[src/design/plc_pkg.sv]
// Shared types and constants for the piecewise-linear curve block.
// No dependencies.
package plc_pkg;

  typedef enum logic [1:0] {
    OP_CLEAR  = 2'd0,
    OP_APPEND = 2'd1,
    OP_EVAL   = 2'd2,
    OP_NONE   = 2'd3
  } opcode_e;

  typedef enum logic [2:0] {
    ST_OK      = 3'd0,
    ST_FEW     = 3'd1,
    ST_MANY    = 3'd2,
    ST_NOTINC  = 3'd3,
    ST_NOTMONO = 3'd4
  } status_e;

  localparam logic [16:0] OneQ16 = 17'h10000;

  typedef struct packed {
    logic [1:0]         opcode;
    logic [16:0]        knot_x;
    logic signed [31:0] knot_y;
    logic [16:0]        query;
  } in_word_t;

  typedef struct packed {
    logic signed [31:0] value;
    logic [2:0]         status;
  } out_word_t;

  // Front-to-back job: either a finished word or a division to run.
  typedef struct packed {
    logic               do_div;
    out_word_t          res;
    logic signed [31:0] y0;
    logic signed [32:0] dy;
    logic [16:0]        dq;
    logic [16:0]        span;
  } job_t;

  typedef enum logic [1:0] {
    FS_IDLE   = 2'd0,
    FS_SEARCH = 2'd1,
    FS_ISSUE  = 2'd2
  } front_state_e;

  typedef enum logic [1:0] {
    BS_IDLE = 2'd0,
    BS_MUL  = 2'd1,
    BS_DIV  = 2'd2,
    BS_OUT  = 2'd3
  } back_state_e;

endpackage

[src/design/plc_front.sv]
// Front end: knot table, append checks, segment search.
// Depends on plc_pkg.
module plc_front #(
  parameter int MaxKnots = 16
) (
  input  logic              clk_i,
  input  logic              rst_ni,
  input  logic              cfg_mono_i,
  input  logic              push_i,
  output logic              full_o,
  input  plc_pkg::in_word_t in_i,
  output logic              job_valid_o,
  input  logic              job_ready_i,
  output plc_pkg::job_t     job_o
);
  import plc_pkg::*;

  localparam int IW = $clog2(MaxKnots);
  localparam int CW = $clog2(MaxKnots + 1);

  logic [16:0]        xmem [MaxKnots];
  logic signed [31:0] ymem [MaxKnots];

  front_state_e st_q, st_d;
  logic [CW-1:0] cnt_q, cnt_d;
  logic [2:0]    fault_q, fault_d;
  logic          nondec_q, nondec_d;
  logic [IW-1:0] idx_q, idx_d;
  logic [16:0]   qry_q, qry_d;
  logic [16:0]   prev_x_q, prev_x_d;
  logic signed [31:0] prev_y_q, prev_y_d;
  logic [16:0]        rd_x_q, seg_x_q, seg_x_d;
  logic signed [31:0] rd_y_q, seg_y_q, seg_y_d;
  job_t          job_q, job_d;
  logic          wr_en;
  logic [16:0]   sat_x;
  logic [IW-1:0] last_idx;

  assign sat_x    = (in_i.knot_x > OneQ16) ? OneQ16 : in_i.knot_x;
  assign last_idx = IW'(cnt_q - CW'(1));
  assign full_o   = (st_q != FS_IDLE);
  assign job_valid_o = (st_q == FS_ISSUE);
  assign job_o    = job_q;

  always_comb begin
    st_d = st_q; cnt_d = cnt_q; fault_d = fault_q; nondec_d = nondec_q;
    idx_d = idx_q; qry_d = qry_q; prev_x_d = prev_x_q; prev_y_d = prev_y_q;
    seg_x_d = seg_x_q; seg_y_d = seg_y_q;
    job_d = job_q; wr_en = 1'b0;
    unique case (st_q)
      FS_IDLE: begin
        if (push_i) begin
          job_d = '0;
          st_d  = FS_ISSUE;
          unique case (opcode_e'(in_i.opcode))
            OP_CLEAR: begin
              cnt_d = '0; fault_d = ST_OK; nondec_d = 1'b1;
            end
            OP_APPEND: begin
              priority if (fault_q != ST_OK) begin
              end else if (cnt_q >= CW'(MaxKnots)) begin
                fault_d = ST_MANY;
              end else if (cnt_q != '0 && sat_x <= prev_x_q) begin
                fault_d = ST_NOTINC;
              end else if (cnt_q != '0 && in_i.knot_y < prev_y_q && cfg_mono_i) begin
                nondec_d = 1'b0; fault_d = ST_NOTMONO;
              end else begin
                if (cnt_q != '0 && in_i.knot_y < prev_y_q) nondec_d = 1'b0;
                wr_en = 1'b1; cnt_d = cnt_q + CW'(1);
                prev_x_d = sat_x; prev_y_d = in_i.knot_y;
              end
              job_d.res.status = fault_d;
            end
            OP_EVAL: begin
              priority if (fault_q != ST_OK) begin
                job_d.res.status = fault_q;
              end else if (cnt_q < CW'(2)) begin
                job_d.res.status = ST_FEW;
              end else begin
                qry_d = in_i.query; idx_d = '0; st_d = FS_SEARCH;
              end
            end
            default: ;
          endcase
        end
      end
      FS_SEARCH: begin
        // one knot per cycle: stop at first x >= q, or at the last knot;
        // rd_* holds knot idx_q, seg_* holds knot idx_q - 1
        priority if (qry_q <= rd_x_q || idx_q == last_idx) begin
          job_d = '0;
          st_d  = FS_ISSUE;
          if (idx_q == '0 || qry_q >= rd_x_q) begin
            job_d.res.value = rd_y_q;
          end else begin
            job_d.do_div = 1'b1;
            job_d.y0   = seg_y_q;
            job_d.dy   = 33'(rd_y_q) - 33'(seg_y_q);
            job_d.dq   = qry_q - seg_x_q;
            job_d.span = rd_x_q - seg_x_q;
          end
        end else begin
          idx_d   = idx_q + IW'(1);
          seg_x_d = rd_x_q;
          seg_y_d = rd_y_q;
        end
      end
      FS_ISSUE: if (job_ready_i) st_d = FS_IDLE;
      default: st_d = FS_IDLE;
    endcase
  end

  always_ff @(posedge clk_i) begin
    if (wr_en) begin
      xmem[IW'(cnt_q)] <= sat_x;
      ymem[IW'(cnt_q)] <= in_i.knot_y;
    end
    rd_x_q <= xmem[idx_d];
    rd_y_q <= ymem[idx_d];
  end

  always_ff @(posedge clk_i or negedge rst_ni) begin
    if (!rst_ni) begin
      st_q <= FS_IDLE; cnt_q <= '0; fault_q <= ST_OK; nondec_q <= 1'b1;
    end else begin
      st_q <= st_d; cnt_q <= cnt_d; fault_q <= fault_d; nondec_q <= nondec_d;
    end
  end

  always_ff @(posedge clk_i) begin
    idx_q <= idx_d; qry_q <= qry_d; prev_x_q <= prev_x_d;
    prev_y_q <= prev_y_d; job_q <= job_d;
    seg_x_q <= seg_x_d; seg_y_q <= seg_y_d;
  end

  // nondecreasing flag kept as table state; not reported
  logic unused_nondec;
  assign unused_nondec = nondec_q;
endmodule

[src/design/plc_back.sv]
// Back end: multiply, restoring divide, result register.
// Depends on plc_pkg.
module plc_back (
  input  logic               clk_i,
  input  logic               rst_ni,
  input  logic               job_valid_i,
  output logic               job_ready_o,
  input  plc_pkg::job_t      job_i,
  output logic               empty_o,
  input  logic               pop_i,
  output plc_pkg::out_word_t out_o
);
  import plc_pkg::*;

  back_state_e st_q, st_d;
  logic [49:0] num_q, num_d;      // |dy*dq| < 2^50
  logic [16:0] den_q, den_d;
  logic [17:0] rem_q, rem_d;
  logic [5:0]  cnt_q, cnt_d;
  logic        neg_q, neg_d;
  logic signed [31:0] y0_q, y0_d;
  logic signed [32:0] dy_q, dy_d;
  logic [16:0] dq_q, dq_d;
  out_word_t   res_q, res_d;
  logic signed [50:0] prod;
  logic [17:0] trial;

  assign job_ready_o = (st_q == BS_IDLE);
  assign empty_o     = (st_q != BS_OUT);
  assign out_o       = res_q;
  assign prod  = 51'(dy_q) * 51'(signed'({1'b0, dq_q}));
  assign trial = {rem_q[16:0], num_q[49]} - {1'b0, den_q};

  always_comb begin
    st_d = st_q; num_d = num_q; den_d = den_q; rem_d = rem_q; cnt_d = cnt_q;
    neg_d = neg_q; y0_d = y0_q; dy_d = dy_q; dq_d = dq_q; res_d = res_q;
    unique case (st_q)
      BS_IDLE: if (job_valid_i) begin
        res_d = job_i.res; y0_d = job_i.y0; dy_d = job_i.dy; dq_d = job_i.dq;
        den_d = job_i.span;
        st_d  = job_i.do_div ? BS_MUL : BS_OUT;
      end
      BS_MUL: begin
        neg_d = prod[50];
        num_d = prod[50] ? 50'(-prod) : prod[49:0];
        rem_d = '0; cnt_d = 6'd50; st_d = BS_DIV;
      end
      BS_DIV: begin
        // one quotient bit per cycle, quotient shifts into num
        if (!trial[17]) begin
          rem_d = trial; num_d = {num_q[48:0], 1'b1};
        end else begin
          rem_d = {rem_q[16:0], num_q[49]}; num_d = {num_q[48:0], 1'b0};
        end
        cnt_d = cnt_q - 6'd1;
        if (cnt_q == 6'd1) st_d = BS_OUT;
      end
      BS_OUT: if (pop_i) st_d = BS_IDLE;
      default: st_d = BS_IDLE;
    endcase
    if (st_q == BS_DIV && cnt_q == 6'd1) begin
      res_d.value = y0_q + 32'(neg_q ? -num_d : num_d);
      res_d.status = ST_OK;
    end
  end

  always_ff @(posedge clk_i or negedge rst_ni) begin
    if (!rst_ni) st_q <= BS_IDLE;
    else         st_q <= st_d;
  end

  always_ff @(posedge clk_i) begin
    num_q <= num_d; den_q <= den_d; rem_q <= rem_d; cnt_q <= cnt_d;
    neg_q <= neg_d; y0_q <= y0_d; dy_q <= dy_d; dq_q <= dq_d; res_q <= res_d;
  end
endmodule

[src/design/piecewise_linear_curve.sv]
// Piecewise-linear curve evaluator: top level with front, job queue and back.
// Depends on plc_pkg, plc_front, plc_back.
//
// Push clear, append or evaluate words; each gives one result word. Clear and
// append need no search in the front end. An evaluate searches the knot
// table one knot per cycle, then hands the job over, and for an in-range
// evaluate the back end runs a multiply step and then a bit-serial restoring
// divider.
// A one-entry job register sits between the ends so the front can search the
// next query while the back divides or holds an unpopped result.
// Write the monotonic flag only while idle.
module piecewise_linear_curve #(
  parameter int MAX_KNOTS = 16
) (
  input  logic               clk_i,
  input  logic               rst_ni,
  input  logic               push,
  output logic               full,
  input  plc_pkg::in_word_t  in_word_i,
  output logic               empty,
  input  logic               pop,
  output plc_pkg::out_word_t out_word_o,
  input  logic               cfg_valid_i,
  output logic               cfg_ready_o,
  input  logic               cfg_data_i
);
  import plc_pkg::*;

  logic  mono_q;
  logic  job_valid, job_ready;
  job_t  job;

  assign cfg_ready_o = 1'b1;
  always_ff @(posedge clk_i or negedge rst_ni) begin
    if (!rst_ni)          mono_q <= 1'b0;
    else if (cfg_valid_i) mono_q <= cfg_data_i;
  end

  plc_front #(.MaxKnots(MAX_KNOTS)) u_front (
    .clk_i, .rst_ni, .cfg_mono_i(mono_q), .push_i(push), .full_o(full),
    .in_i(in_word_i), .job_valid_o(job_valid), .job_ready_i(job_ready), .job_o(job)
  );

  plc_back u_back (
    .clk_i, .rst_ni, .job_valid_i(job_valid), .job_ready_o(job_ready), .job_i(job),
    .empty_o(empty), .pop_i(pop), .out_o(out_word_o)
  );

  // a non-ok result never carries a nonzero value
  a_err_zero: assert property (@(posedge clk_i) disable iff (!rst_ni)
    (!empty && out_word_o.status != ST_OK) |-> out_word_o.value == '0)
    else $error("error result with value");
  // status stays in its code range
  a_status: assert property (@(posedge clk_i) disable iff (!rst_ni)
    !empty |-> out_word_o.status <= ST_NOTMONO)
    else $error("bad status");
  // back end takes no job while a result waits
  a_handoff: assert property (@(posedge clk_i) disable iff (!rst_ni)
    !empty |-> !job_ready)
    else $error("result overwritten");
endmodule

[config.mk]
export PLATFORM = sky130hd
export DESIGN_NAME = piecewise_linear_curve
export DESIGN_NICKNAME = d
export VERILOG_FILES = /design/src/design/plc_pkg.sv /design/src/design/plc_front.sv /design/src/design/plc_back.sv /design/src/design/piecewise_linear_curve.sv
export SDC_FILE = /design/constraint.sdc
export NUM_CORES = 2
export LEC_CHECK = 0
export BUFFER_PORTS_ARGS = -buffer_cell sky130_fd_sc_hd__buf_2
export CAP_MARGIN = 20
export CORE_ASPECT_RATIO = 1.25
export CORE_MARGIN = 1
export CORE_UTILIZATION = 40
export DETAILED_ROUTE_END_ITERATION = 8
export PLACE_DENSITY = 0.53
export SYNTH_ARGS = -nofsm -noshare
export SYNTH_HDL_FRONTEND = slang
export SYNTH_SLANG_ARGS = --single-unit
[constraint.sdc]
create_clock -name clk_i -period 15.2 [get_ports clk_i]
set_clock_uncertainty 0.15 [all_clocks]
set_input_delay 2.28 -clock clk_i [delete_from_list [all_inputs] [get_ports clk_i]]
set_output_delay 2.28 -clock clk_i [all_outputs]
set_load 0.1 [all_outputs]
==> results.py <==
metrics = {
    "timing": {
        "slew_headroom": 0.2459,
        "layout_setup_ws_ns": 2.441,
        "fin_crit_ns": 12.76,
        "timing.fmax_ghz": 0.07838,
        "grt_setup_unrepaired": "no",
        "whs_ns": 0.2515,
        "hold_violations": 0,
        "fin_tns_setup_ns": 0,
        "period_share": 0.8394,
        "tightest_slew_ns": 1.131,
        "setup_violations": 0,
        "drv_slew": 0,
    },
    "hold_path": {
        "min_from": "u_front.job_o[79]$_SDFFCE_PP0P_",
        "hold_class": "reg -> reg",
        "holdPathEnd": "u_back.y0_q[12]$_DFFE_PP_",
        "min_path_cells": 0,
    },
    "routing": {
        "postRouteAntennaNets": 0,
        "drt_wl_total_um": 214100,
        "remaining_drc_errors": 0,
        "initialDrtViolationCount": 3791,
        "vias_per_cell": 5.478,
        "drtPass1Iterations": 5,
        "wl_per_cell_um": 22.74,
        "vias": 51570,
    },
    "floorplan": {
        "rows": 180,
        "chipWidth_um": 395.6,
        "core_area_um2": 192300,
        "dieArea_um2": 195400,
        "die_y_um": 494.0,
        "pin_count": 112,
        "start_util": 0.4027,
    },
    "grt": {
        "grt_pass1_vias": 53110,
        "antenna_found_initial": 24,
        "grt_max_degree": 217,
        "grt_overflow": 0,
        "grt_pass1_wl_um": 326800,
        "grt.total_usage": 0.2201,
    },
    "critical_path": {
        "cp-end-kind": "flip-flop",
        "path_depth": 45,
        "rr_worst_depth": 45,
        "cpLargestDelayFamily": "adder cells",
        "required_ns": 15.55,
        "crit_slowest_cell": "edfxtp_1",
        "start_kind": "flip-flop",
        "r2r_slack_ns": 2.44,
        "cp_data_arrival_time_ns": 13.11,
        "cp_max_fo": 30,
        "worst-path-buf-inv": 6,
        "cpMostUsedCell": "fa_1",
        "critical-path-max-stage-delay_ns": 0.85,
        "r2r_end": "u_back.out_o[34]$_DFFE_PP_",
        "path_class": "reg -> reg",
        "r2r-start": "u_back.dq_q[3]$_DFFE_PP_",
    },
    "logic_synthesis": {
        "synth_edf_count": 1207,
        "ys_seq_area_frac": 0.4949,
        "syn_nets": 7721,
        "ys_ff_latch": 1308,
        "async_reset_ff_frac": 0.009939,
        "yosysTopAreaCell": "edfxtp_1",
        "synth_top_area_share": 0.4680,
        "yosysWarnings": 0,
        "synth_cell_type_count": 105,
        "synthesis.instances": 6788,
        "ys_top_cells_by_area": "edfxtp_1, fa_1, ha_1",
        "synth_area_per_cell_um2": 11.41,
        "netlist_area_um2": 77450,
        "ys_dominant_reg_cell": "edfxtp_1",
    },
    "cts": {
        "cts.clk_slew.worst_paths_ns": 0.07,
        "root_buffer": "clkbuf_16",
        "post_cts_resize_count": 0,
        "cts_buffers": 132,
        "cts_sinks": 1308,
        "cts-htree-levels": 4,
        "cts_hold_buf": 0,
        "cts_buffer_depth": 3,
        "clk_latency_ns": 0.76,
        "post_cts_buffers": 0,
        "tritoncts": "done",
    },
    "placement": {
        "io_buffers": 110,
        "gp_congestion": 0.9170,
        "post-place-ws_ns": 2.448,
        "dp_hpwl_um": 141900,
    },
    "final_layout": {
        "seq_area_um2": 38330,
        "nFillCells": 17900,
        "layout_common_cells": "edfxtp_1, inv_1, fa_1",
        "drive_above_1_share": 0.06822,
        "multiInputGateArea_um2": 34500,
        "syn2layout_area_growth_pct": 9.741,
        "final_common_cell": "edfxtp_1",
        "nets": 7689,
    },
    "flow_run": {
        "max_cap_violations": 0,
    },
    "status": {
        "status": "completed",
    },
}
## state kept, by name (all words and copies together) (netlist names), 32 cells and up
signal and count:
u_front.prev_y_q 32, u_front.rd_y_q 32, u_front.seg_y_q 32, u_back.out_o 35, u_back.dy_q 33, u_front.xmem 272
u_front.ymem 512, u_back.num_q 50, u_front.job_o 135, u_back.y0_q 32
## cell families (layout without fill, tap and decap cells)
group | count (synthesis) | in the layout | share of synthesized area
AOI/OAI and AO/OA | 1086 | 1086 | 0.09089
xor gates and xnor gates | 179 | 179 | 0.02024
adders and majority gates | 859 | 859 | 0.1912
buffers and inverters | 1272 | 1344 | 0.06213
DFF | 1308 | 1308 | 0.4949
muxes | 25 | 25 | 0.003312
other | 1 | 8 | 0.00004842
and+or+nand+nor | 2058 | 2058 | 0.1373
## cell usage after synthesis, types with 29 or more instances
library cell	number
inv_1	902
dfxtp_1	88
nand3_1	468
clkbuf_1	344
o31ai_1	29
or4_1	56
edfxtp_1	1207
and2_1	285
and3_1	237
nor2b_1	53
nand2b_1	35
ha_1	318
o21a_1	36
nor2_1	229
xor2_1	67
a21o_1	58
a31oi_1	415
nand4_1	37
nand2_1	493
a21oi_1	153
xnor2_1	112
nor3_1	68
o21ai_0	167
fa_1	541
## metal layers
metal  share of wire  global-route usage  up-vias
li1                -                   -    23690
met1            0.41              0.2688    26250
met2            0.52              0.3966     1246
met3           0.041             0.02761      376
met4           0.035             0.07882       18
met5         0.00057                   0        -
## final cells by class
| class | count | share of cell area |
|---|---|---|
| Antenna cell | 7 | 0.0002061 |
| Clock buffer | 174 | 0.04179 |
| Clock inverter | 64 | 0.007817 |
| Inverter | 905 | 0.04014 |
| Multi-Input combinational cell | 4208 | 0.4059 |
| Sequential cell | 1308 | 0.4510 |
| Tap cell | 2548 | 0.03751 |
| Timing Repair Buffer | 201 | 0.01566 |
## worst reg2reg max path, delay by kind of cell, from the launching register on
kind / cells / cell delay [ns]
buffers and inverters: 6 / 0.95
adders and majority gates: 9 / 4.04
xor gates and xnor gates: 4 / 0.51
AOI/OAI and AO/OA: 10 / 2.08
DFF: 1 / 0.85
and+or+nand+nor: 16 / 3.92
## worst max-delay path by stage
stage	end	slack (ns)	startpoint
5_1_grt	u_back.out_o[34]$_DFFE_PP_	1.70	u_back.dq_q[3]$_DFFE_PP_
2_1_floorplan	u_front.job_o[0]$_SDFFCE_PP0P_	2.01	push
6_report	u_back.out_o[34]$_DFFE_PP_	2.44	u_back.dq_q[3]$_DFFE_PP_
3_3_place_gp	u_back.out_o[34]$_DFFE_PP_	2.53	u_back.dq_q[3]$_DFFE_PP_
3_5_place_dp	u_back.out_o[34]$_DFFE_PP_	2.45	u_back.dq_q[4]$_DFFE_PP_
4_1_cts	u_back.out_o[34]$_DFFE_PP_	2.40	u_back.dq_q[3]$_DFFE_PP_
## metrics by stage
| step | util | std cells | area, um2 |
|---|---|---|---|
| CTS | 0.4412 | 9400 | 84860 |
| detailed placement | 0.4193 | 9162 | 80640 |
| global route | 0.4418 | 9410 | 84980 |
| finish | 0.4419 | 9415 | 85000 |
| floorplan | - | 6788 | 77450 |
| global placement | 0.4192 | 9161 | 80630 |
Power is not shown: default switching activity piles up to over one toggle a cycle in this logic, so the estimate is an artifact.
